--- config.mk ---
export PLATFORM = sky130hd
export DESIGN_NAME = csv_field_splitter
export DESIGN_NICKNAME = d
export VERILOG_FILES = /design/src/hdl/cfs_pkg.sv /design/src/hdl/cfs_ram.sv /design/src/hdl/cfs_ctrl.sv /design/src/hdl/cfs_datapath.sv /design/src/hdl/csv_field_splitter.sv
export SDC_FILE = /design/constraint.sdc
export NUM_CORES = 1
export LEC_CHECK = 0
export ABC_AREA = 1
export BUFFER_PORTS_ARGS = -buffer_cell sky130_fd_sc_hd__buf_4
export CORE_UTILIZATION = 40
export CTS_CLUSTER_DIAMETER = 150
export CTS_CLUSTER_SIZE = 8
export DETAILED_ROUTE_END_ITERATION = 10
export MAX_ROUTING_LAYER = met4
export PLACE_DENSITY = 0.59
export SYNTH_ARGS = -nofsm -noshare
export SYNTH_HDL_FRONTEND = slang
export SYNTH_SLANG_ARGS = --single-unit
--- constraint.sdc ---
create_clock -name clock -period 3.1 [get_ports clock]
set_clock_uncertainty 0.15 [all_clocks]
set_input_delay 0.62 -clock clock [delete_from_list [all_inputs] [get_ports clock]]
set_output_delay 0.62 -clock clock [all_outputs]
set_load 0.01 [all_outputs]
--- src/hdl/cfs_pkg.sv ---
package cfs_pkg;

   localparam int LEN_W               = 6;
   localparam int BYTE_W              = 8;
   localparam int IDX_W               = 8;
   localparam int DEF_MAX_FIELD_BYTES = 32;
   localparam logic [LEN_W-1:0] LIMIT_RESET = 6'd32;

   localparam logic [BYTE_W-1:0] CHAR_COMMA = 8'h2C;
   localparam logic [BYTE_W-1:0] CHAR_QUOTE = 8'h22;
   localparam logic [BYTE_W-1:0] CHAR_SPACE = 8'h20;
   localparam logic [BYTE_W-1:0] CHAR_TAB   = 8'h09;
   localparam logic [BYTE_W-1:0] CHAR_CR    = 8'h0D;

   localparam logic ACT_DATA = 1'b0;
   localparam logic ACT_EOL  = 1'b1;

   typedef struct packed {
      logic load;
      logic step;
      logic rd_issue;
      logic flush_emit;
   } cfs_cmd_type;

   typedef struct packed {
      logic step_emits;
      logic step_done;
      logic need_flush;
      logic flush_last;
      logic out_free;
   } cfs_stat_type;

endpackage

--- src/hdl/cfs_ram.sv ---
module cfs_ram #(
   parameter int WIDTH = 8,
   parameter int DEPTH = 32,
   localparam int ADDR_W = (DEPTH > 1) ? $clog2(DEPTH) : 1
) (
   input  logic              clock,
   input  logic              wr_en,
   input  logic [ADDR_W-1:0] wr_addr,
   input  logic [WIDTH-1:0]  wr_data,
   input  logic              rd_en,
   input  logic [ADDR_W-1:0] rd_addr,
   output logic [WIDTH-1:0]  rd_data_ff
);

   logic [WIDTH-1:0] mem_ff [DEPTH];

   always_ff @(posedge clock) begin
      if (wr_en) begin
         mem_ff[wr_addr] <= wr_data;
      end
      if (rd_en) begin
         rd_data_ff <= mem_ff[rd_addr];
      end
   end

endmodule

--- src/hdl/cfs_ctrl.sv ---
module cfs_ctrl
   import cfs_pkg::*;
(
   input  logic         clock,
   input  logic         reset,
   input  logic         req_tvalid,
   output logic         req_tready,
   input  cfs_stat_type stat,
   output cfs_cmd_type  cmd
);

   typedef enum logic [1:0] {
      ST_IDLE,
      ST_STEP,
      ST_FLUSH_RD,
      ST_FLUSH_OUT
   } state_type;

   state_type state_ff, state_in;

   assign req_tready = (state_ff == ST_IDLE);

   always_comb begin
      state_in = state_ff;
      cmd      = '0;
      unique case (state_ff)
         ST_IDLE: begin
            if (req_tvalid) begin
               cmd.load = 1'b1;
               state_in = ST_STEP;
            end
         end
         ST_STEP: begin
            if (stat.need_flush) begin
               state_in = ST_FLUSH_RD;
            end else if (!stat.step_emits || stat.out_free) begin
               cmd.step = 1'b1;
               if (stat.step_done) begin
                  state_in = ST_IDLE;
               end
            end
         end
         ST_FLUSH_RD: begin
            cmd.rd_issue = 1'b1;
            state_in     = ST_FLUSH_OUT;
         end
         ST_FLUSH_OUT: begin
            if (stat.out_free) begin
               cmd.flush_emit = 1'b1;
               state_in = stat.flush_last ? ST_STEP : ST_FLUSH_RD;
            end
         end
         default: state_in = ST_IDLE;
      endcase
   end

   always_ff @(posedge clock) begin
      if (reset) begin
         state_ff <= ST_IDLE;
      end else begin
         state_ff <= state_in;
      end
   end

endmodule

--- src/hdl/cfs_datapath.sv ---
module cfs_datapath
   import cfs_pkg::*;
#(
   parameter int MAX_FIELD_BYTES = DEF_MAX_FIELD_BYTES
) (
   input  logic              clock,
   input  logic              reset,
   input  logic              req_tuser,
   input  logic [7:0]        req_tdata,
   input  logic              csr_valid,
   input  logic [LEN_W-1:0]  csr_data,
   output logic              rsp_tvalid,
   input  logic              rsp_tready,
   output logic [15:0]       rsp_tdata,
   output logic [2:0]        rsp_tuser,
   output logic              rsp_tlast,
   input  cfs_cmd_type       cmd,
   output cfs_stat_type      stat
);

   localparam int ADDR_W = (MAX_FIELD_BYTES > 1) ? $clog2(MAX_FIELD_BYTES) : 1;
   localparam logic [LEN_W-1:0] MAX_LEN = LEN_W'(MAX_FIELD_BYTES);
   localparam logic [LEN_W-1:0] ONE = LEN_W'(1);

   typedef enum logic [2:0] {
      M_START,
      M_UNQ,
      M_QUO,
      M_AFTERQ,
      M_SWALLOW,
      M_DROP
   } mode_type;

   mode_type          mode_ff, mode_in;
   logic [BYTE_W-1:0] byte_ff;
   logic              act_ff;
   logic [LEN_W-1:0]  len_ff, len_in;
   logic [LEN_W-1:0]  held_ff, held_in;
   logic [IDX_W-1:0]  cnt_ff, cnt_in;
   logic [LEN_W-1:0]  ptr_ff;
   logic [LEN_W-1:0]  limit_ff;
   logic [LEN_W-1:0]  lim;
   logic [LEN_W-1:0]  len_inc;

   logic              rsp_valid_ff;
   logic [BYTE_W-1:0] r_byte_ff;
   logic              r_has_ff, r_fend_ff, r_lend_ff, r_last_ff;
   logic [IDX_W-1:0]  r_idx_ff;

   logic              is_blank, is_comma, is_quote, at_limit;
   logic              emit, e_has, e_fend, e_lend, e_last, done, close, push;
   logic [BYTE_W-1:0] ram_rd_data;

   assign is_blank = ((byte_ff >= CHAR_TAB) && (byte_ff <= CHAR_CR)) ||
                     (byte_ff == CHAR_SPACE);
   assign is_comma = (byte_ff == CHAR_COMMA);
   assign is_quote = (byte_ff == CHAR_QUOTE);
   assign lim      = (limit_ff == '0) ? ONE : ((limit_ff > MAX_LEN) ? MAX_LEN : limit_ff);
   assign at_limit = (len_ff >= lim);
   assign len_inc  = len_ff + ONE;

   always_comb begin
      emit    = 1'b0;
      e_has   = 1'b0;
      e_fend  = 1'b0;
      e_lend  = 1'b0;
      e_last  = 1'b1;
      done    = 1'b1;
      close   = 1'b0;
      push    = 1'b0;
      mode_in = mode_ff;
      len_in  = len_ff;
      held_in = held_ff;
      cnt_in  = cnt_ff;
      if (act_ff == ACT_EOL) begin
         emit    = 1'b1;
         e_fend  = (mode_ff == M_UNQ) || (mode_ff == M_QUO);
         e_lend  = 1'b1;
         mode_in = M_START;
         len_in  = '0;
         held_in = '0;
         cnt_in  = '0;
      end else begin
         unique case (mode_ff)
            M_UNQ: begin
               if (is_comma) begin
                  emit    = 1'b1;
                  e_fend  = 1'b1;
                  close   = 1'b1;
                  mode_in = M_START;
               end else if (at_limit) begin
                  emit    = 1'b1;
                  e_fend  = 1'b1;
                  e_last  = is_blank || is_quote;
                  close   = 1'b1;
                  mode_in = M_SWALLOW;
                  done    = 1'b0;
               end else if (is_blank) begin
                  push    = 1'b1;
                  held_in = held_ff + ONE;
                  len_in  = len_inc;
                  if (len_inc >= lim) begin
                     emit    = 1'b1;
                     e_fend  = 1'b1;
                     close   = 1'b1;
                     mode_in = M_SWALLOW;
                  end
               end else begin
                  held_in = '0;
                  len_in  = len_inc;
                  emit    = 1'b1;
                  e_has   = 1'b1;
                  if (len_inc >= lim) begin
                     e_fend  = 1'b1;
                     close   = 1'b1;
                     mode_in = M_SWALLOW;
                  end
               end
            end
            M_QUO: begin
               if (is_quote) begin
                  emit    = 1'b1;
                  e_fend  = 1'b1;
                  close   = 1'b1;
                  mode_in = M_AFTERQ;
               end else if (at_limit) begin
                  emit    = 1'b1;
                  e_fend  = 1'b1;
                  close   = 1'b1;
                  mode_in = M_DROP;
                  done    = 1'b0;
               end else begin
                  len_in = len_inc;
                  emit   = 1'b1;
                  e_has  = 1'b1;
                  if (len_inc >= lim) begin
                     e_fend  = 1'b1;
                     close   = 1'b1;
                     mode_in = M_DROP;
                  end
               end
            end
            M_AFTERQ: begin
               if (!is_blank) begin
                  mode_in = M_START;
                  done    = is_comma;
               end
            end
            M_SWALLOW: begin
               mode_in = M_START;
               done    = is_comma;
            end
            M_DROP: begin
               mode_in = is_quote ? M_AFTERQ : M_START;
            end
            default: begin
               mode_in = M_START;
               if (is_blank) begin
                  mode_in = M_START;
               end else if (is_comma) begin
                  emit   = 1'b1;
                  e_fend = 1'b1;
                  close  = 1'b1;
               end else if (is_quote) begin
                  mode_in = M_QUO;
                  len_in  = '0;
                  held_in = '0;
               end else begin
                  mode_in = M_UNQ;
                  len_in  = '0;
                  held_in = '0;
                  done    = 1'b0;
               end
            end
         endcase
         if (close) begin
            len_in  = '0;
            held_in = '0;
            cnt_in  = (cnt_ff == '1) ? cnt_ff : cnt_ff + IDX_W'(1);
         end
      end
   end

   assign stat.step_emits = emit;
   assign stat.step_done  = done;
   assign stat.need_flush = (act_ff == ACT_DATA) && (mode_ff == M_UNQ) && !is_comma &&
                            !at_limit && !is_blank && (held_ff != ptr_ff);
   assign stat.flush_last = ((ptr_ff + ONE) == held_ff);
   assign stat.out_free   = !rsp_valid_ff || rsp_tready;

   cfs_ram #(
      .WIDTH (BYTE_W),
      .DEPTH (MAX_FIELD_BYTES)
   ) u_held (
      .clock      (clock),
      .wr_en      (cmd.step && push),
      .wr_addr    (held_ff[ADDR_W-1:0]),
      .wr_data    (byte_ff),
      .rd_en      (cmd.rd_issue),
      .rd_addr    (ptr_ff[ADDR_W-1:0]),
      .rd_data_ff (ram_rd_data)
   );

   always_ff @(posedge clock) begin
      if (reset) begin
         mode_ff      <= M_START;
         len_ff       <= '0;
         held_ff      <= '0;
         cnt_ff       <= '0;
         ptr_ff       <= '0;
         limit_ff     <= LIMIT_RESET;
         rsp_valid_ff <= 1'b0;
      end else begin
         if (csr_valid) begin
            limit_ff <= csr_data;
         end
         if (cmd.load) begin
            ptr_ff <= '0;
         end else if (cmd.flush_emit) begin
            ptr_ff <= ptr_ff + ONE;
         end
         if (cmd.step) begin
            mode_ff <= mode_in;
            len_ff  <= len_in;
            held_ff <= held_in;
            cnt_ff  <= cnt_in;
         end
         if ((cmd.step && emit) || cmd.flush_emit) begin
            rsp_valid_ff <= 1'b1;
         end else if (rsp_tready) begin
            rsp_valid_ff <= 1'b0;
         end
      end
   end

   always_ff @(posedge clock) begin
      if (cmd.load) begin
         byte_ff <= req_tdata;
         act_ff  <= req_tuser;
      end
      if (cmd.flush_emit) begin
         r_byte_ff <= ram_rd_data;
         r_has_ff  <= 1'b1;
         r_fend_ff <= 1'b0;
         r_lend_ff <= 1'b0;
         r_last_ff <= 1'b0;
         r_idx_ff  <= cnt_ff;
      end else if (cmd.step && emit) begin
         r_byte_ff <= e_has ? byte_ff : '0;
         r_has_ff  <= e_has;
         r_fend_ff <= e_fend;
         r_lend_ff <= e_lend;
         r_last_ff <= e_last;
         r_idx_ff  <= cnt_ff;
      end
   end

   assign rsp_tvalid = rsp_valid_ff;
   assign rsp_tdata  = {r_idx_ff, r_byte_ff};
   assign rsp_tuser  = {r_lend_ff, r_fend_ff, r_has_ff};
   assign rsp_tlast  = r_last_ff;

endmodule

--- src/hdl/csv_field_splitter.sv ---
// channel   dir  handshake                payload
// req       in   req_tvalid/req_tready    tdata = in_byte, tuser = action
// rsp       out  rsp_tvalid/rsp_tready    tdata = out_byte, field_index; tuser; tlast = last
// csr       in   csr_valid/csr_ready      csr_data = field_limit
//
// An item is accepted, then taken through one to four parse steps, plus a start state
// for a held-blank replay and a read state and an emit state per blank replayed.
// Sync active-high reset returns to field start; field_limit resets to 32.
// A low rsp_tready with a result pending holds the result register and stalls any step that emits.
// Bytes are accepted only while no item is in progress.
module csv_field_splitter
   import cfs_pkg::*;
#(
   parameter int MAX_FIELD_BYTES = DEF_MAX_FIELD_BYTES
) (
   input  logic             clock,
   input  logic             reset,
   input  logic             req_tvalid,
   output logic             req_tready,
   input  logic [7:0]       req_tdata,   // [7:0] in_byte
   input  logic             req_tuser,   // [0] action
   output logic             rsp_tvalid,
   input  logic             rsp_tready,
   output logic [15:0]      rsp_tdata,   // [7:0] out_byte, [15:8] field_index
   output logic [2:0]       rsp_tuser,   // [0] has_byte, [1] field_end, [2] line_end
   output logic             rsp_tlast,
   input  logic             csr_valid,
   output logic             csr_ready,
   input  logic [LEN_W-1:0] csr_data
);

   cfs_cmd_type  cmd;
   cfs_stat_type stat;

   assign csr_ready = 1'b1;

   cfs_ctrl u_ctrl (
      .clock      (clock),
      .reset      (reset),
      .req_tvalid (req_tvalid),
      .req_tready (req_tready),
      .stat       (stat),
      .cmd        (cmd)
   );

   cfs_datapath #(
      .MAX_FIELD_BYTES (MAX_FIELD_BYTES)
   ) u_dp (
      .clock      (clock),
      .reset      (reset),
      .req_tuser  (req_tuser),
      .req_tdata  (req_tdata),
      .csr_valid  (csr_valid),
      .csr_data   (csr_data),
      .rsp_tvalid (rsp_tvalid),
      .rsp_tready (rsp_tready),
      .rsp_tdata  (rsp_tdata),
      .rsp_tuser  (rsp_tuser),
      .rsp_tlast  (rsp_tlast),
      .cmd        (cmd),
      .stat       (stat)
   );

endmodule

==> impl_metrics.yaml <==
layout:
  antenna_cells: 0
  drive_gt1_share_pct: 18.0
  fin_util_pct: 49.2
  fin_nets: 1437
  synthToLayoutAreaGrowth_pct: 20.0
  fillCellCount: 3075
synth:
  synth_largest_area_cell: "edfxtp_1"
  syn_inst: 1285
  synth_top_area_share_pct: 60.8
  syn_avg_cell_area_um2: 11.1
  async_flop_share_pct: 0
  yosys-top-cells-area: "edfxtp_1 61%, nor2_1 6.6%, dfxtp_1 5.9%, o21ai_0 5.8%, nand2_1 3.7%"
  synth.most_common_cell: "edfxtp_1"
  synthTopCellsByCount: "289 x edfxtp_1, 251 x nor2_1, 166 x o21ai_0"
  yosysWarningCount: 0
  ys_seq_area_share_pct: 66.7
  synth_area_mm2: 0.0143
  ys_ff_latch: 331
  synth_cell_types: 42
  synth_top_flop_cell: "edfxtp_1"
  synth_edf_count: 289
  synth_nets: 1325
worst_setup_path:
  crit_required_ns: 3.20
  slowest_stage: "dfxtp_4"
  worst-path-buf-inv: 4
  worst-r2r-cell-count: 19
  endpoint_kind: "flop"
  crit_chain: "nand4_1, nor2_4, xor2_2, ha_1, nand2_1, nor2_1, nand2_1, inv_2, nor2_4, nand3_2, nand2_1, nand2_2, a21oi_4, inv_2, nor2_8, buf_6, nand2_8, nor2_1, buf_4"
  critical_path_class: "reg -> reg"
  cp_num_cells: 19
  cp.arrival_ns: 3.17
  path_common_cell: "nand2_1"
  crit_family: "simple AND/OR/NAND/NOR gates"
  max_stage_delay_ns: 0.37
  critPathLaunchType: "flop"
  critPathMaxFanout: 8
power_and_ir_drop:
  ir_worst_vdd_mv: 0.396
  p_per_area_mw_per_mm2: 605
  seqPwrFrac_pct: 48.4
  switching_share_pct: 23.2
  pwr-share-clk_pct: 44.5
  intPower_mw: 7.96
  power.switching_mw: 2.40
  p_leak_nw: 6.21
  comb_power_share_pct: 7.2
sta:
  layout_setup_ws_ns: 0.0314
  fin_crit_sh_pct: 99.0
  slew_viol_final: 0
  max_freq_mhz: 326
  setup_viol: 0
  final-hold-violation-count: 0
  max_slew.worst_pin.slew_ns: 0.769
  grt_setup_unrepaired: "true"
  fin_crit_ns: 3.07
  relSlewSlack_pct: 48.5
  finalSetupTns_ns: 0
global_route:
  grt_max_degree: 71
  grt_remaining_overflow: 0
  grt_pass1_wl_um: 57100
  grt_usage_pct: 21.4
  antenna_found_initial: 0
  grt_pass1_vias: 10000
cts:
  clock_latency_ns: 0.55
  holdBufCountCts: 0
  htreeDepth: 2
  clockRootBuffer: "clkbuf_16"
  clk_path_buf_depth: 3
  cts-buffers-inserted: 47
  cts_tree: "built"
  cts_sinks: 331
  cts.reportedPaths.clkPinSlew_ns: 0.05
detailed_routing:
  avgViaCountPerCell: 5.51
  drc_errors: 0
  wirelength_um: 38100
  first_pass_iters: 7
  drtIter0Drc: 1015
  routed-via-count: 10300
  postRouteAntennaNets: 0
  detail_route.wl_per_cell_um: 20.4
placed_design:
  port_buffers: 41
  gp_congestion: 0.938
  place.detailed.hpwl_um: 23400
  pre_cts_ws_ns: -0.0505
floorplan:
  rows: 68
  dieWidth_um: 191
  die_area_mm2: 0.0364
  fp.dieH_um: 191
  ios: 43
  core_mm2: 0.0348
  start_util_pct: 41.0
outcome:
  status: "finished clean"
min_path:
  hold_depth: 1
  hp-class: "in -> reg"
flow_run:
  drv_cap: 0
## metrics by stage
step	power, mW	instance area, um2	hold WS (ns)	std cells
final	10.4	17100	0.100	1870
after global routing	10.7	17100	0.0854	1870
after CTS	10.4	16900	0.0808	1866
after detailed placement	5.79	15500	0.327	1794
after global placement	5.79	15500	0.328	1794
after floorplan	5.49	14300	0.290	1285
## kinds of logic after synthesis
logic type,Yosys count,synth area share [%]
flip-flops,331,66.7
other,1,0.0263
AO/OA/AOI/OAI,283,11.9
buffers and inverters,142,3.96
XOR/XNOR,20,1.23
adder cells (fa/ha/maj),20,1.75
AND/OR/NAND/NOR,488,14.4
## placed cells by master (no fill, tap or decap), types with 4 or more instances in the layout
cell and n:
xnor2_1 4, a32oi_1 8, o21ai_0 165, o22ai_1 14
nand3_1 54, dfxtp_1 36, o221ai_1 50, clkbuf_1 16
a31oi_1 10, xor2_1 15, nand2_1 135, nand4_1 10
nand2_8 4, buf_6 9, nor2_4 4, nor2_1 226
nor2_2 24, nor3_1 6, inv_2 7, clkbuf_16 47
ha_1 17, buf_4 117, nand2_2 11, edfxtp_1 289
a21oi_1 27, inv_1 66
## state kept, by name (all words and copies together), names as in the netlist, 2 cells and up
| signal | cells |
|---|---|
| u_dp.limit_ff | 6 |
| u_dp.r_idx_ff | 8 |
| u_dp.r_byte_ff | 8 |
| u_dp.len_ff | 6 |
| u_dp.cnt_ff | 8 |
| u_dp.held_ff | 6 |
| u_ctrl.state_ff | 2 |
| u_dp.byte_ff | 8 |
| u_dp.u_held.mem_ff | 256 |
| u_dp.mode_ff | 3 |
| u_dp.u_held.rd_data_ff | 8 |
| u_dp.ptr_ff | 6 |
## cell type report
type / count / area (um2) / share of cell area, %
clock inverter: 4 / 83.8 / 0.490
timing repair buffer: 129 / 1040 / 6.07
sequential: 331 / 9530 / 55.7
inverter: 75 / 283 / 1.65
tap: 455 / 569 / 3.33
multi-input combinational: 813 / 4380 / 25.6
clock buffer: 63 / 1240 / 7.22
## routing by layer
metal  wire, um  part of all wire [%]  global-route usage, %
met5          0                     0                      -
met4       1440                   3.8                   9.75
met3       2710                   7.1                   3.72
met2      18000                    47                   33.5
met1      16000                    42                   27.2
## power by group through the flow
stage                     logic, mW  clock network, mW  registers [mW]
after floorplan               0.378                  0            5.12
after global placement        0.694                  0            5.09
after detailed placement      0.695                  0            5.10
after CTS                     0.713               4.66            5.01
after global routing          0.820               4.84            5.02
final                         0.742               4.61            5.01
## worst paths after layout
path                                     from                                  end  slack (ns)
setup / recovery  u_dp.len_ff[2]$_SDFFE_PP0P_  u_dp.u_held.mem_ff[13][3]$_DFFE_PP_        0.03
hold / removal                   req_tdata[3]            u_dp.byte_ff[3]$_DFFE_PP_        0.10
setup reg to reg  u_dp.len_ff[2]$_SDFFE_PP0P_  u_dp.u_held.mem_ff[13][3]$_DFFE_PP_        0.03
hold reg to reg   u_dp.rsp_tlast$_SDFFE_PP0P_          u_dp.rsp_tlast$_SDFFE_PP0P_        0.33
## repair_timing
item,CTS,global route
gates cloned,0,1
endpoints found under the setup margin,256,280
pin swaps,6,18
resized for setup,16,47
setup buffers,5,3
Note: power is estimated with default switching activity, not from simulation.
